File: config.mk
export PLATFORM = sky130hd
export DESIGN_NAME = ir_remote_frame_encoder_unit
export DESIGN_NICKNAME = d
export VERILOG_FILES = /design/src/design/irfe_pkg.sv /design/src/design/irfe_front.sv /design/src/design/irfe_back.sv /design/src/design/ir_remote_frame_encoder_unit.sv
export SDC_FILE = /design/constraint.sdc
export NUM_CORES = 1
export LEC_CHECK = 0
export BUFFER_PORTS_ARGS = -buffer_cell sky130_fd_sc_hd__buf_2
export CORE_MARGIN = 3
export CORE_UTILIZATION = 25
export CTS_CLUSTER_DIAMETER = 200
export DETAILED_ROUTE_END_ITERATION = 8
export PLACE_DENSITY = 0.49
export RECOVER_POWER = 50
export SETUP_SLACK_MARGIN = 0.05
export SLEW_MARGIN = 5
export SYNTH_ARGS = -nofsm -noshare
export SYNTH_HDL_FRONTEND = slang
export SYNTH_HIERARCHICAL = 1
export SYNTH_SLANG_ARGS = --single-unit
File: constraint.sdc
create_clock -name clk -period 8.1 [get_ports clk]
set_input_delay 0.81 -clock clk [delete_from_list [all_inputs] [get_ports clk]]
set_output_delay 0.81 -clock clk [all_outputs]
set_load 0.02 [all_outputs]
File: src/design/irfe_pkg.sv
// ----------------------------------------------------------------------------
// IR frame encoder package
// Shared types, codes and frame timing constants for the IR frame encoder.
// ----------------------------------------------------------------------------
`default_nettype none

package irfe_pkg;

	// Operation codes of an input item.
	localparam logic OP_TICK  = 1'b0;
	localparam logic OP_START = 1'b1;

	// Protocol codes.
	localparam logic [1:0] PROTO_NEC     = 2'd0;
	localparam logic [1:0] PROTO_SONY    = 2'd1;
	localparam logic [1:0] PROTO_SAMSUNG = 2'd2;
	localparam logic [1:0] PROTO_LG      = 2'd3;

	// Status codes of a result.
	localparam logic [1:0] STATUS_OK      = 2'd0;
	localparam logic [1:0] STATUS_UNKNOWN = 2'd1;
	localparam logic [1:0] STATUS_BUSY    = 2'd2;

	// Carrier half period after reset.
	localparam logic [7:0] CARRIER_HALF_RESET = 8'd13;

	// Queue depths.
	localparam int MID_DEPTH_DEF = 4;
	localparam int OUT_DEPTH_DEF = 2;

	// Durations in microsecond ticks.
	localparam logic [15:0] T_NEC_LEAD_MARK  = 16'd9000;
	localparam logic [15:0] T_NEC_LEAD_SPACE = 16'd4500;
	localparam logic [15:0] T_NEC_ONE_SPACE  = 16'd1690;
	localparam logic [15:0] T_NEC_UNIT       = 16'd560;
	localparam logic [15:0] T_NEC_GAP        = 16'd40000;
	localparam logic [15:0] T_SAM_LEAD_MARK  = 16'd4500;
	localparam logic [15:0] T_SONY_LEAD_MARK = 16'd2400;
	localparam logic [15:0] T_SONY_ONE_MARK  = 16'd1200;
	localparam logic [15:0] T_SONY_UNIT      = 16'd600;
	localparam logic [15:0] T_SONY_GAP       = 16'd45000;
	localparam logic [15:0] T_LG_LEAD_MARK   = 16'd8500;
	localparam logic [15:0] T_LG_LEAD_SPACE  = 16'd4250;
	localparam logic [15:0] T_LG_ONE_SPACE   = 16'd1590;
	localparam logic [15:0] T_LG_UNIT        = 16'd530;
	localparam logic [15:0] T_LG_GAP         = 16'd60000;

	// Payload bit counts.
	localparam logic [5:0] BITS_SONY = 6'd12;
	localparam logic [5:0] BITS_LG   = 6'd28;
	localparam logic [5:0] BITS_STD  = 6'd32;

	// Classified item handed from the front to the back.
	typedef struct packed {
		logic        is_start;
		logic        proto_ok;
		logic [1:0]  proto;
		logic [31:0] payload;
		logic [7:0]  frames;
	} item_t;

	// One result.
	typedef struct packed {
		logic       ir_out;
		logic       busy_res;
		logic       done_res;
		logic [1:0] status;
	} result_t;

endpackage

`default_nettype wire

File: src/design/irfe_front.sv
// ----------------------------------------------------------------------------
// IR frame encoder front end
// Accepts input items, builds the frame payload of a start and queues the
// classified items for the back end.
// ----------------------------------------------------------------------------
`default_nettype none

module irfe_front #(
	parameter int MID_DEPTH = irfe_pkg::MID_DEPTH_DEF
) (
	input  wire logic                clk,
	input  wire logic                arst_n,
	input  wire logic                push,
	output logic                     full,
	input  wire logic                operation,
	input  wire logic [2:0]          protocol,
	input  wire logic [7:0]          address,
	input  wire logic [15:0]         command,
	input  wire logic [7:0]          repeat_req,
	output logic                     mid_valid,
	output irfe_pkg::item_t          mid_item,
	input  wire logic                mid_pop
);

	localparam int PTR_W = $clog2(MID_DEPTH);
	localparam int CNT_W = $clog2(MID_DEPTH + 1);

	irfe_pkg::item_t mem_q [MID_DEPTH];
	logic [PTR_W-1:0] wr_ptr_q, rd_ptr_q;
	logic [CNT_W-1:0] count_q;

	irfe_pkg::item_t item_d;
	logic [7:0]      lo;
	logic [3:0]      chk;
	logic            enq, deq;

	always_comb begin
		lo  = command[7:0];
		chk = command[15:12] + command[11:8] + command[7:4] + command[3:0];
		item_d.is_start = (operation == irfe_pkg::OP_START);
		item_d.proto_ok = (protocol <= {1'b0, irfe_pkg::PROTO_LG});
		item_d.proto    = protocol[1:0];
		case (protocol[1:0])
			irfe_pkg::PROTO_NEC: begin
				item_d.payload = {~lo, lo, ~address, address};
			end
			irfe_pkg::PROTO_SAMSUNG: begin
				item_d.payload = {~lo, lo, address, address};
			end
			irfe_pkg::PROTO_SONY: begin
				item_d.payload = {20'd0, address[4:0], command[6:0]};
			end
			default: begin
				item_d.payload = {4'd0, address, command, chk};
			end
		endcase
		// A repeat count of zero selects the protocol default.
		if (repeat_req == 8'd0) begin
			item_d.frames = (protocol[1:0] == irfe_pkg::PROTO_SONY) ? 8'd3 : 8'd1;
		end else begin
			item_d.frames = repeat_req;
		end
	end

	assign full      = (count_q == CNT_W'(MID_DEPTH));
	assign mid_valid = (count_q != '0);
	assign mid_item  = mem_q[rd_ptr_q];
	assign enq       = push && !full;
	assign deq       = mid_pop && mid_valid;

	always_ff @(posedge clk) begin
		if (enq) begin
			mem_q[wr_ptr_q] <= item_d;
		end
	end

	always_ff @(posedge clk or negedge arst_n) begin
		if (!arst_n) begin
			wr_ptr_q <= '0;
			rd_ptr_q <= '0;
			count_q  <= '0;
		end else begin
			if (enq) begin
				wr_ptr_q <= (wr_ptr_q == PTR_W'(MID_DEPTH - 1)) ? '0 : wr_ptr_q + 1'b1;
			end
			if (deq) begin
				rd_ptr_q <= (rd_ptr_q == PTR_W'(MID_DEPTH - 1)) ? '0 : rd_ptr_q + 1'b1;
			end
			if (enq && !deq) begin
				count_q <= count_q + 1'b1;
			end else if (deq && !enq) begin
				count_q <= count_q - 1'b1;
			end
		end
	end

endmodule

`default_nettype wire

File: src/design/irfe_back.sv
// ----------------------------------------------------------------------------
// IR frame encoder back end
// Runs the frame sequencer and carrier generator one item per cycle while the
// result queue has room, and queues the results.
// ----------------------------------------------------------------------------
`default_nettype none

module irfe_back #(
	parameter int OUT_DEPTH = irfe_pkg::OUT_DEPTH_DEF
) (
	input  wire logic                clk,
	input  wire logic                arst_n,
	input  wire logic                cfg_wr_en,
	input  wire logic [7:0]          cfg_wr_data,
	input  wire logic                mid_valid,
	input  wire irfe_pkg::item_t     mid_item,
	output logic                     mid_pop,
	output logic                     empty,
	input  wire logic                pop,
	output irfe_pkg::result_t        head
);

	localparam int PTR_W = $clog2(OUT_DEPTH);
	localparam int CNT_W = $clog2(OUT_DEPTH + 1);

	typedef enum logic [2:0] {
		PH_IDLE,
		PH_LEAD_MARK,
		PH_LEAD_SPACE,
		PH_BIT_MARK,
		PH_BIT_SPACE,
		PH_STOP_MARK,
		PH_GAP
	} phase_t;

	phase_t      phase_q, phase_n;
	logic [1:0]  proto_q, proto_n;
	logic [31:0] payload_q, payload_n;
	logic [5:0]  pos_q, pos_n;
	logic [7:0]  frames_q, frames_n;
	logic [15:0] dur_q, dur_n;
	logic [7:0]  cc_q, cc_n;
	logic        lvl_q, lvl_n;
	logic [7:0]  chp_q;

	irfe_pkg::result_t res;
	irfe_pkg::result_t out_mem_q [OUT_DEPTH];
	logic [PTR_W-1:0]  out_wr_q, out_rd_q;
	logic [CNT_W-1:0]  out_cnt_q;

	logic        step, out_deq;
	logic [7:0]  half, cc_inc;
	logic [15:0] dur_dec;
	logic [5:0]  pos_inc, nbits;
	logic [7:0]  frames_dec;
	logic        entered;

	function automatic logic is_mark(input phase_t ph);
		return (ph == PH_LEAD_MARK) || (ph == PH_BIT_MARK) || (ph == PH_STOP_MARK);
	endfunction

	// LG sends its payload most significant bit first, the others the other way.
	function automatic logic bit_at(input logic [31:0] pl, input logic [1:0] pr,
		input logic [5:0] pos);
		logic [4:0] idx;
		idx = (pr == irfe_pkg::PROTO_LG) ? 5'd27 - pos[4:0] : pos[4:0];
		return pl[idx];
	endfunction

	function automatic logic [15:0] lead_mark(input logic [1:0] pr);
		case (pr)
			irfe_pkg::PROTO_NEC:     lead_mark = irfe_pkg::T_NEC_LEAD_MARK;
			irfe_pkg::PROTO_SONY:    lead_mark = irfe_pkg::T_SONY_LEAD_MARK;
			irfe_pkg::PROTO_SAMSUNG: lead_mark = irfe_pkg::T_SAM_LEAD_MARK;
			default:                 lead_mark = irfe_pkg::T_LG_LEAD_MARK;
		endcase
	endfunction

	function automatic logic [15:0] bit_mark(input logic [1:0] pr, input logic b);
		if (pr == irfe_pkg::PROTO_SONY) begin
			bit_mark = b ? irfe_pkg::T_SONY_ONE_MARK : irfe_pkg::T_SONY_UNIT;
		end else if (pr == irfe_pkg::PROTO_LG) begin
			bit_mark = irfe_pkg::T_LG_UNIT;
		end else begin
			bit_mark = irfe_pkg::T_NEC_UNIT;
		end
	endfunction

	assign step    = mid_valid && (out_cnt_q < CNT_W'(OUT_DEPTH));
	assign mid_pop = step;
	assign empty   = (out_cnt_q == '0);
	assign head    = out_mem_q[out_rd_q];
	assign out_deq = pop && !empty;

	always_comb begin
		half       = (chp_q == 8'd0) ? 8'd1 : chp_q;
		cc_inc     = (cc_q == 8'd255) ? cc_q : cc_q + 8'd1;
		dur_dec    = (dur_q == 16'd0) ? 16'd0 : dur_q - 16'd1;
		pos_inc    = pos_q + 6'd1;
		frames_dec = (frames_q == 8'd0) ? 8'd0 : frames_q - 8'd1;
		case (proto_q)
			irfe_pkg::PROTO_SONY: nbits = irfe_pkg::BITS_SONY;
			irfe_pkg::PROTO_LG:   nbits = irfe_pkg::BITS_LG;
			default:              nbits = irfe_pkg::BITS_STD;
		endcase

		phase_n   = phase_q;
		proto_n   = proto_q;
		payload_n = payload_q;
		pos_n     = pos_q;
		frames_n  = frames_q;
		dur_n     = dur_q;
		cc_n      = cc_q;
		lvl_n     = lvl_q;
		entered   = 1'b0;
		res       = '0;
		res.status = irfe_pkg::STATUS_OK;

		if (mid_item.is_start) begin
			if (phase_q != PH_IDLE) begin
				res.status   = irfe_pkg::STATUS_BUSY;
				res.busy_res = 1'b1;
			end else if (!mid_item.proto_ok) begin
				res.status = irfe_pkg::STATUS_UNKNOWN;
			end else begin
				proto_n      = mid_item.proto;
				payload_n    = mid_item.payload;
				frames_n     = mid_item.frames;
				pos_n        = 6'd0;
				phase_n      = PH_LEAD_MARK;
				dur_n        = lead_mark(mid_item.proto);
				entered      = 1'b1;
				res.busy_res = 1'b1;
			end
		end else if (phase_q != PH_IDLE) begin
			res.busy_res = 1'b1;
			if (is_mark(phase_q)) begin
				res.ir_out = lvl_q;
				if (cc_inc >= half) begin
					cc_n  = 8'd0;
					lvl_n = ~lvl_q;
				end else begin
					cc_n = cc_inc;
				end
			end
			dur_n = dur_dec;
			if (dur_dec == 16'd0) begin
				entered = 1'b1;
				case (phase_q)
					PH_LEAD_MARK: begin
						phase_n = PH_LEAD_SPACE;
						if (proto_q == irfe_pkg::PROTO_SONY) begin
							dur_n = irfe_pkg::T_SONY_UNIT;
						end else if (proto_q == irfe_pkg::PROTO_LG) begin
							dur_n = irfe_pkg::T_LG_LEAD_SPACE;
						end else begin
							dur_n = irfe_pkg::T_NEC_LEAD_SPACE;
						end
					end
					PH_LEAD_SPACE: begin
						pos_n   = 6'd0;
						phase_n = PH_BIT_MARK;
						dur_n   = bit_mark(proto_q, bit_at(payload_q, proto_q, 6'd0));
					end
					PH_BIT_MARK: begin
						phase_n = PH_BIT_SPACE;
						if (proto_q == irfe_pkg::PROTO_SONY) begin
							dur_n = irfe_pkg::T_SONY_UNIT;
						end else if (proto_q == irfe_pkg::PROTO_LG) begin
							dur_n = bit_at(payload_q, proto_q, pos_q) ?
								irfe_pkg::T_LG_ONE_SPACE : irfe_pkg::T_LG_UNIT;
						end else begin
							dur_n = bit_at(payload_q, proto_q, pos_q) ?
								irfe_pkg::T_NEC_ONE_SPACE : irfe_pkg::T_NEC_UNIT;
						end
					end
					PH_BIT_SPACE: begin
						pos_n = pos_inc;
						if (pos_inc < nbits) begin
							phase_n = PH_BIT_MARK;
							dur_n   = bit_mark(proto_q, bit_at(payload_q, proto_q, pos_inc));
						end else if (proto_q == irfe_pkg::PROTO_SONY) begin
							phase_n = PH_GAP;
							dur_n   = irfe_pkg::T_SONY_GAP;
						end else begin
							phase_n = PH_STOP_MARK;
							dur_n   = (proto_q == irfe_pkg::PROTO_LG) ?
								irfe_pkg::T_LG_UNIT : irfe_pkg::T_NEC_UNIT;
						end
					end
					PH_STOP_MARK: begin
						phase_n = PH_GAP;
						dur_n   = (proto_q == irfe_pkg::PROTO_LG) ?
							irfe_pkg::T_LG_GAP : irfe_pkg::T_NEC_GAP;
					end
					default: begin
						frames_n = frames_dec;
						if (frames_dec != 8'd0) begin
							phase_n = PH_LEAD_MARK;
							dur_n   = lead_mark(proto_q);
						end else begin
							phase_n      = PH_IDLE;
							dur_n        = 16'd0;
							res.done_res = 1'b1;
						end
					end
				endcase
			end
		end

		// Every new phase restarts the carrier, high for a mark and low otherwise.
		if (entered) begin
			cc_n  = 8'd0;
			lvl_n = is_mark(phase_n);
		end
	end

	always_ff @(posedge clk or negedge arst_n) begin
		if (!arst_n) begin
			phase_q   <= PH_IDLE;
			proto_q   <= irfe_pkg::PROTO_NEC;
			payload_q <= '0;
			pos_q     <= '0;
			frames_q  <= '0;
			dur_q     <= '0;
			cc_q      <= '0;
			lvl_q     <= 1'b0;
		end else if (step) begin
			phase_q   <= phase_n;
			proto_q   <= proto_n;
			payload_q <= payload_n;
			pos_q     <= pos_n;
			frames_q  <= frames_n;
			dur_q     <= dur_n;
			cc_q      <= cc_n;
			lvl_q     <= lvl_n;
		end
	end

	always_ff @(posedge clk or negedge arst_n) begin
		if (!arst_n) begin
			chp_q <= irfe_pkg::CARRIER_HALF_RESET;
		end else if (cfg_wr_en) begin
			chp_q <= cfg_wr_data;
		end
	end

	always_ff @(posedge clk) begin
		if (step) begin
			out_mem_q[out_wr_q] <= res;
		end
	end

	always_ff @(posedge clk or negedge arst_n) begin
		if (!arst_n) begin
			out_wr_q  <= '0;
			out_rd_q  <= '0;
			out_cnt_q <= '0;
		end else begin
			if (step) begin
				out_wr_q <= (out_wr_q == PTR_W'(OUT_DEPTH - 1)) ? '0 : out_wr_q + 1'b1;
			end
			if (out_deq) begin
				out_rd_q <= (out_rd_q == PTR_W'(OUT_DEPTH - 1)) ? '0 : out_rd_q + 1'b1;
			end
			if (step && !out_deq) begin
				out_cnt_q <= out_cnt_q + 1'b1;
			end else if (out_deq && !step) begin
				out_cnt_q <= out_cnt_q - 1'b1;
			end
		end
	end

endmodule

`default_nettype wire

File: src/design/ir_remote_frame_encoder_unit.sv
// ----------------------------------------------------------------------------
// IR remote frame encoder
// Encodes NEC, Sony 12-bit, Samsung and LG frames into a carrier-modulated
// emitter level, one level per microsecond tick.
// ----------------------------------------------------------------------------
// Usage:
// Items enter through a queue-like port: a transaction completes when push is
// high and full is low. Each item is a start command or a one-microsecond
// tick, and each gives exactly one result. Results leave through a second
// queue-like port: the oldest result is shown while empty is low and is taken
// when pop is high. The carrier half period is written through cfg_wr_en and
// cfg_wr_data, by the user only while idle; the block does not enforce it.
// A front end builds the payload of a start and queues classified items; the
// back end runs the frame sequencer and carrier counter, one item per cycle
// while the result queue has room, into a small result queue. An accepted item
// waits in the front queue and its result in the result queue; the sustained
// rate is one item per cycle while the receiver keeps popping.
// When the receiver stops popping, the result queue fills, the back end
// halts, and then the front queue fills and raises full; nothing is lost.
// Reset empties both queues, returns the sequencer to idle and sets the half
// period to 13 ticks.
// ----------------------------------------------------------------------------
`default_nettype none

module ir_remote_frame_encoder_unit #(
	parameter int MID_DEPTH = irfe_pkg::MID_DEPTH_DEF,
	parameter int OUT_DEPTH = irfe_pkg::OUT_DEPTH_DEF
) (
	input  wire logic        clk,
	input  wire logic        arst_n,
	input  wire logic        cfg_wr_en,
	input  wire logic [7:0]  cfg_wr_data,
	input  wire logic        push,
	output logic             full,
	input  wire logic        operation,
	input  wire logic [2:0]  protocol,
	input  wire logic [7:0]  address,
	input  wire logic [15:0] command,
	input  wire logic [7:0]  repeat_req,
	output logic             empty,
	input  wire logic        pop,
	output logic             ir_out,
	output logic             busy_res,
	output logic             done_res,
	output logic [1:0]       status
);

	irfe_pkg::item_t   mid_item;
	irfe_pkg::result_t head;
	logic              mid_valid, mid_pop;

	irfe_front #(
		.MID_DEPTH(MID_DEPTH)
	) u_front (
		.clk       (clk),
		.arst_n    (arst_n),
		.push      (push),
		.full      (full),
		.operation (operation),
		.protocol  (protocol),
		.address   (address),
		.command   (command),
		.repeat_req(repeat_req),
		.mid_valid (mid_valid),
		.mid_item  (mid_item),
		.mid_pop   (mid_pop)
	);

	irfe_back #(
		.OUT_DEPTH(OUT_DEPTH)
	) u_back (
		.clk        (clk),
		.arst_n     (arst_n),
		.cfg_wr_en  (cfg_wr_en),
		.cfg_wr_data(cfg_wr_data),
		.mid_valid  (mid_valid),
		.mid_item   (mid_item),
		.mid_pop    (mid_pop),
		.empty      (empty),
		.pop        (pop),
		.head       (head)
	);

	assign ir_out   = head.ir_out;
	assign busy_res = head.busy_res;
	assign done_res = head.done_res;
	assign status   = head.status;

endmodule

`default_nettype wire

==> reports/metrics.yaml <==
vias_per_cell: 4.68
postCtsSetupRepairBufs: 0
yosysSeqAreaShare_pct: 54.7
die_w_um: 247
use_met3_pct: 1.33
area_growth_pct: 13.4
hpwl_um: 22300
critPathBufInv: 2
antenna_found_initial: 0
cts_tree: "done"
start_util_pct: 25.5
clk_latency_ps: 570
cts_resized: 0
crit_path_start_kind: "primary input"
post-route-drc-count: 0
synth_nets: 1209
first_global_vias: 9225
top_usage_layer: "met2"
synth_area_leader_cell: "edfxtp_1"
cp_max_fo: 60
ys_ff_latch: 281
syn_area_um2: 14600
finalPower_w: 0.00557
fmax_mhz: 197
cts-htree-levels: 1
antenna_left: 0
outcome: "finished with violations"
vias: 9042
routed_wirelength_um: 33200
hold_buffers: 0
final_nets: 1250
slew_violations: 200
yosys_warnings: 6
cp.arrival_ps: 4750
cts.sinks: 281
cts.path.max_buffers: 3
whs_ps: 452
rsz0062_at_grt: "false"
num_antenna_cells: 0
fin_setup_tns_ps: 0
path_cells: "clkbuf_1 > clkbuf_1"
slew-limit-headroom_pct: -120
use_met1_pct: 14.5
final.period_utilization_pct: 62.7
core_um2: 57000
synth.area.top_cells: "edfxtp_1 (38%), dfrtp_1 (16%), mux4_2 (9.6%), mux2_2 (3.8%), ha_1 (3.6%)"
syn_area_per_cell_um2: 13.1
worstMarginPinSlew_ps: 3300
synth_cell_types: 79
syn_inst: 1111
drtIter0Drc: 661
portBuffers: 55
setup_violations: 0
power_leakage_nw: 6.11
die_y_um: 247
io_pins: 56
skew_ps: 15.7
drive_gt1_share_pct: 19.6
ir_drop_v: 0.000174
crit_slowest_cell: "clkbuf_1"
maxCapViolations: 5
grt_usage_pct: 10.9
synthFlopType: "edfxtp_1"
violations: "max-capacitance violations, max-slew violations"
period_minus_slack_ps: 5080
clk_pin_slew_worst_paths_ps: 60
cts_buffers: 30
crit_path_frequent_cell: "clkbuf_1"
grt_overflow: 0
root_buffer: "clkbuf_16"
wl_per_cell_um: 17.2
hold_viol: 0
die_area_um2: 61100
routabilityCongestion: 0.838
rows: 87
path_class: "in2async"
async_reset_ff_share_pct: 33.8
crit_family: "buffers and inverters"
firstDrtPassIters: 5
netlist.area_leader.share_pct: 38.4
end_kind: "async pin"
grt_max_degree: 61
required_ps: 7780
hold_class: "in2reg"
slowest_delay_ps: 2440
p_per_area_nw_per_um2: 338
grt_first_pass_wirelength_um: 53200
use_met2_pct: 18.5
synth-edff-count: 186
==> layout make-up <==
type                       count  area [µm²]
fill                        5875       40500
clock inverter                 9        77.6
inverter                      58         218
sequential                   281        7970
timing repair buffer          70         365
clock buffer                  47         917
tap                          756         946
multi-input combinational    711        6010
==> Yosys cell counts, types with 15 or more instances <==
library cell  instances
edfxtp_1            186
dfrtp_1              92
nand2_1              87
o21ai_0              86
nor2_1               64
mux4_2               62
inv_1                56
mux2_2               49
ha_1                 42
a21oi_1              40
clkbuf_1             33
nand2b_1             23
mux2i_1              19
nor3_1               17
xor2_1               17
xnor2_1              16
buf_2                15
==> through the flow <==
stage	cell area, µm²	util (%)	std cells	setup WS [ps]
global route	16500	28.9	1932	1770
CTS	16500	29.0	1932	3460
global placement	15600	27.3	1876	3650
detailed placement	15600	27.3	1876	3440
finish	16500	28.9	1932	3020
floorplan	14600	-	1111	4020
==> cell families after synthesis <==
group                      share of synthesized area (%)
AOI/OAI and AO/OA                                   9.17
xor gates and xnor gates                            2.14
adders and majority gates                           4.57
buffers and inverters                               3.88
DFF                                                 54.7
muxes                                               16.0
and+or+nand+nor                                     9.52
==> metal layers <==
metal	up-vias	part of all wire [%]
met3	52	4.0
li1	4268	-
met2	176	49
met4	0	2.3
met1	4546	45
met5	-	0
==> sequential cells by signal, indices dropped and copies added (netlist names), 2 cells and up <==
signal,flops
u_back/cc_q,8
u_back/chp_q,8
u_back/dur_q,16
u_back/frames_q,8
u_back/out_cnt_q,2
u_back/out_mem_q,10
u_back/payload_q,32
u_back/phase_q,3
u_back/pos_q,6
u_back/proto_q,2
u_front/count_q,3
u_front/mem_q,176
u_front/rd_ptr_q,2
u_front/wr_ptr_q,2
==> final timing paths <==
path / to / start / slack, ps / cells after the start
worst min-delay path: u_back/chp_q[4] / cfg_wr_data[4] / 450 / 3
worst min register to register: u_front/count_q[2] / u_front/count_q[2] / 490 / 1
worst max register to register: u_back/dur_q[7] / u_front/rd_ptr_q[0] / 3030 / 12
worst max-delay path: u_front/rd_ptr_q[0] / arst_n / 3020 / 2
min in group asynchronous: u_front/wr_ptr_q[1] / arst_n / 850 / 1
max in group clk: u_back/dur_q[7] / u_front/rd_ptr_q[0] / 3030 / 12
==> layout by cell type (no fill, tap or decap), types with 11 or more instances in the layout <==
master | Yosys | final
mux2i_1 | 19 | 19
nand3_1 | 14 | 14
nor3_1 | 17 | 17
xor2_1 | 17 | 17
a211oi_1 | 11 | 11
nand2b_1 | 23 | 23
inv_1 | 56 | 56
xnor2_1 | 16 | 16
o21ai_0 | 86 | 86
ha_1 | 42 | 42
or3_1 | 10 | 11
clkbuf_16 | 0 | 32
a21oi_1 | 40 | 40
edfxtp_1 | 186 | 186
clkbuf_1 | 33 | 23
dfrtp_1 | 92 | 90
mux2_2 | 49 | 46
buf_4 | 1 | 13
nor2_1 | 64 | 64
mux4_2 | 62 | 62
buf_2 | 15 | 43
nand2_1 | 87 | 88
==> report_power, final <==
group	internal [W]	total [W]	switching (W)
combinational	0.000872	0.00198	0.00111
clock	0.000806	0.00136	0.000553
sequential	0.00195	0.00224	0.000289
Power figures use the tool's default switching activity.
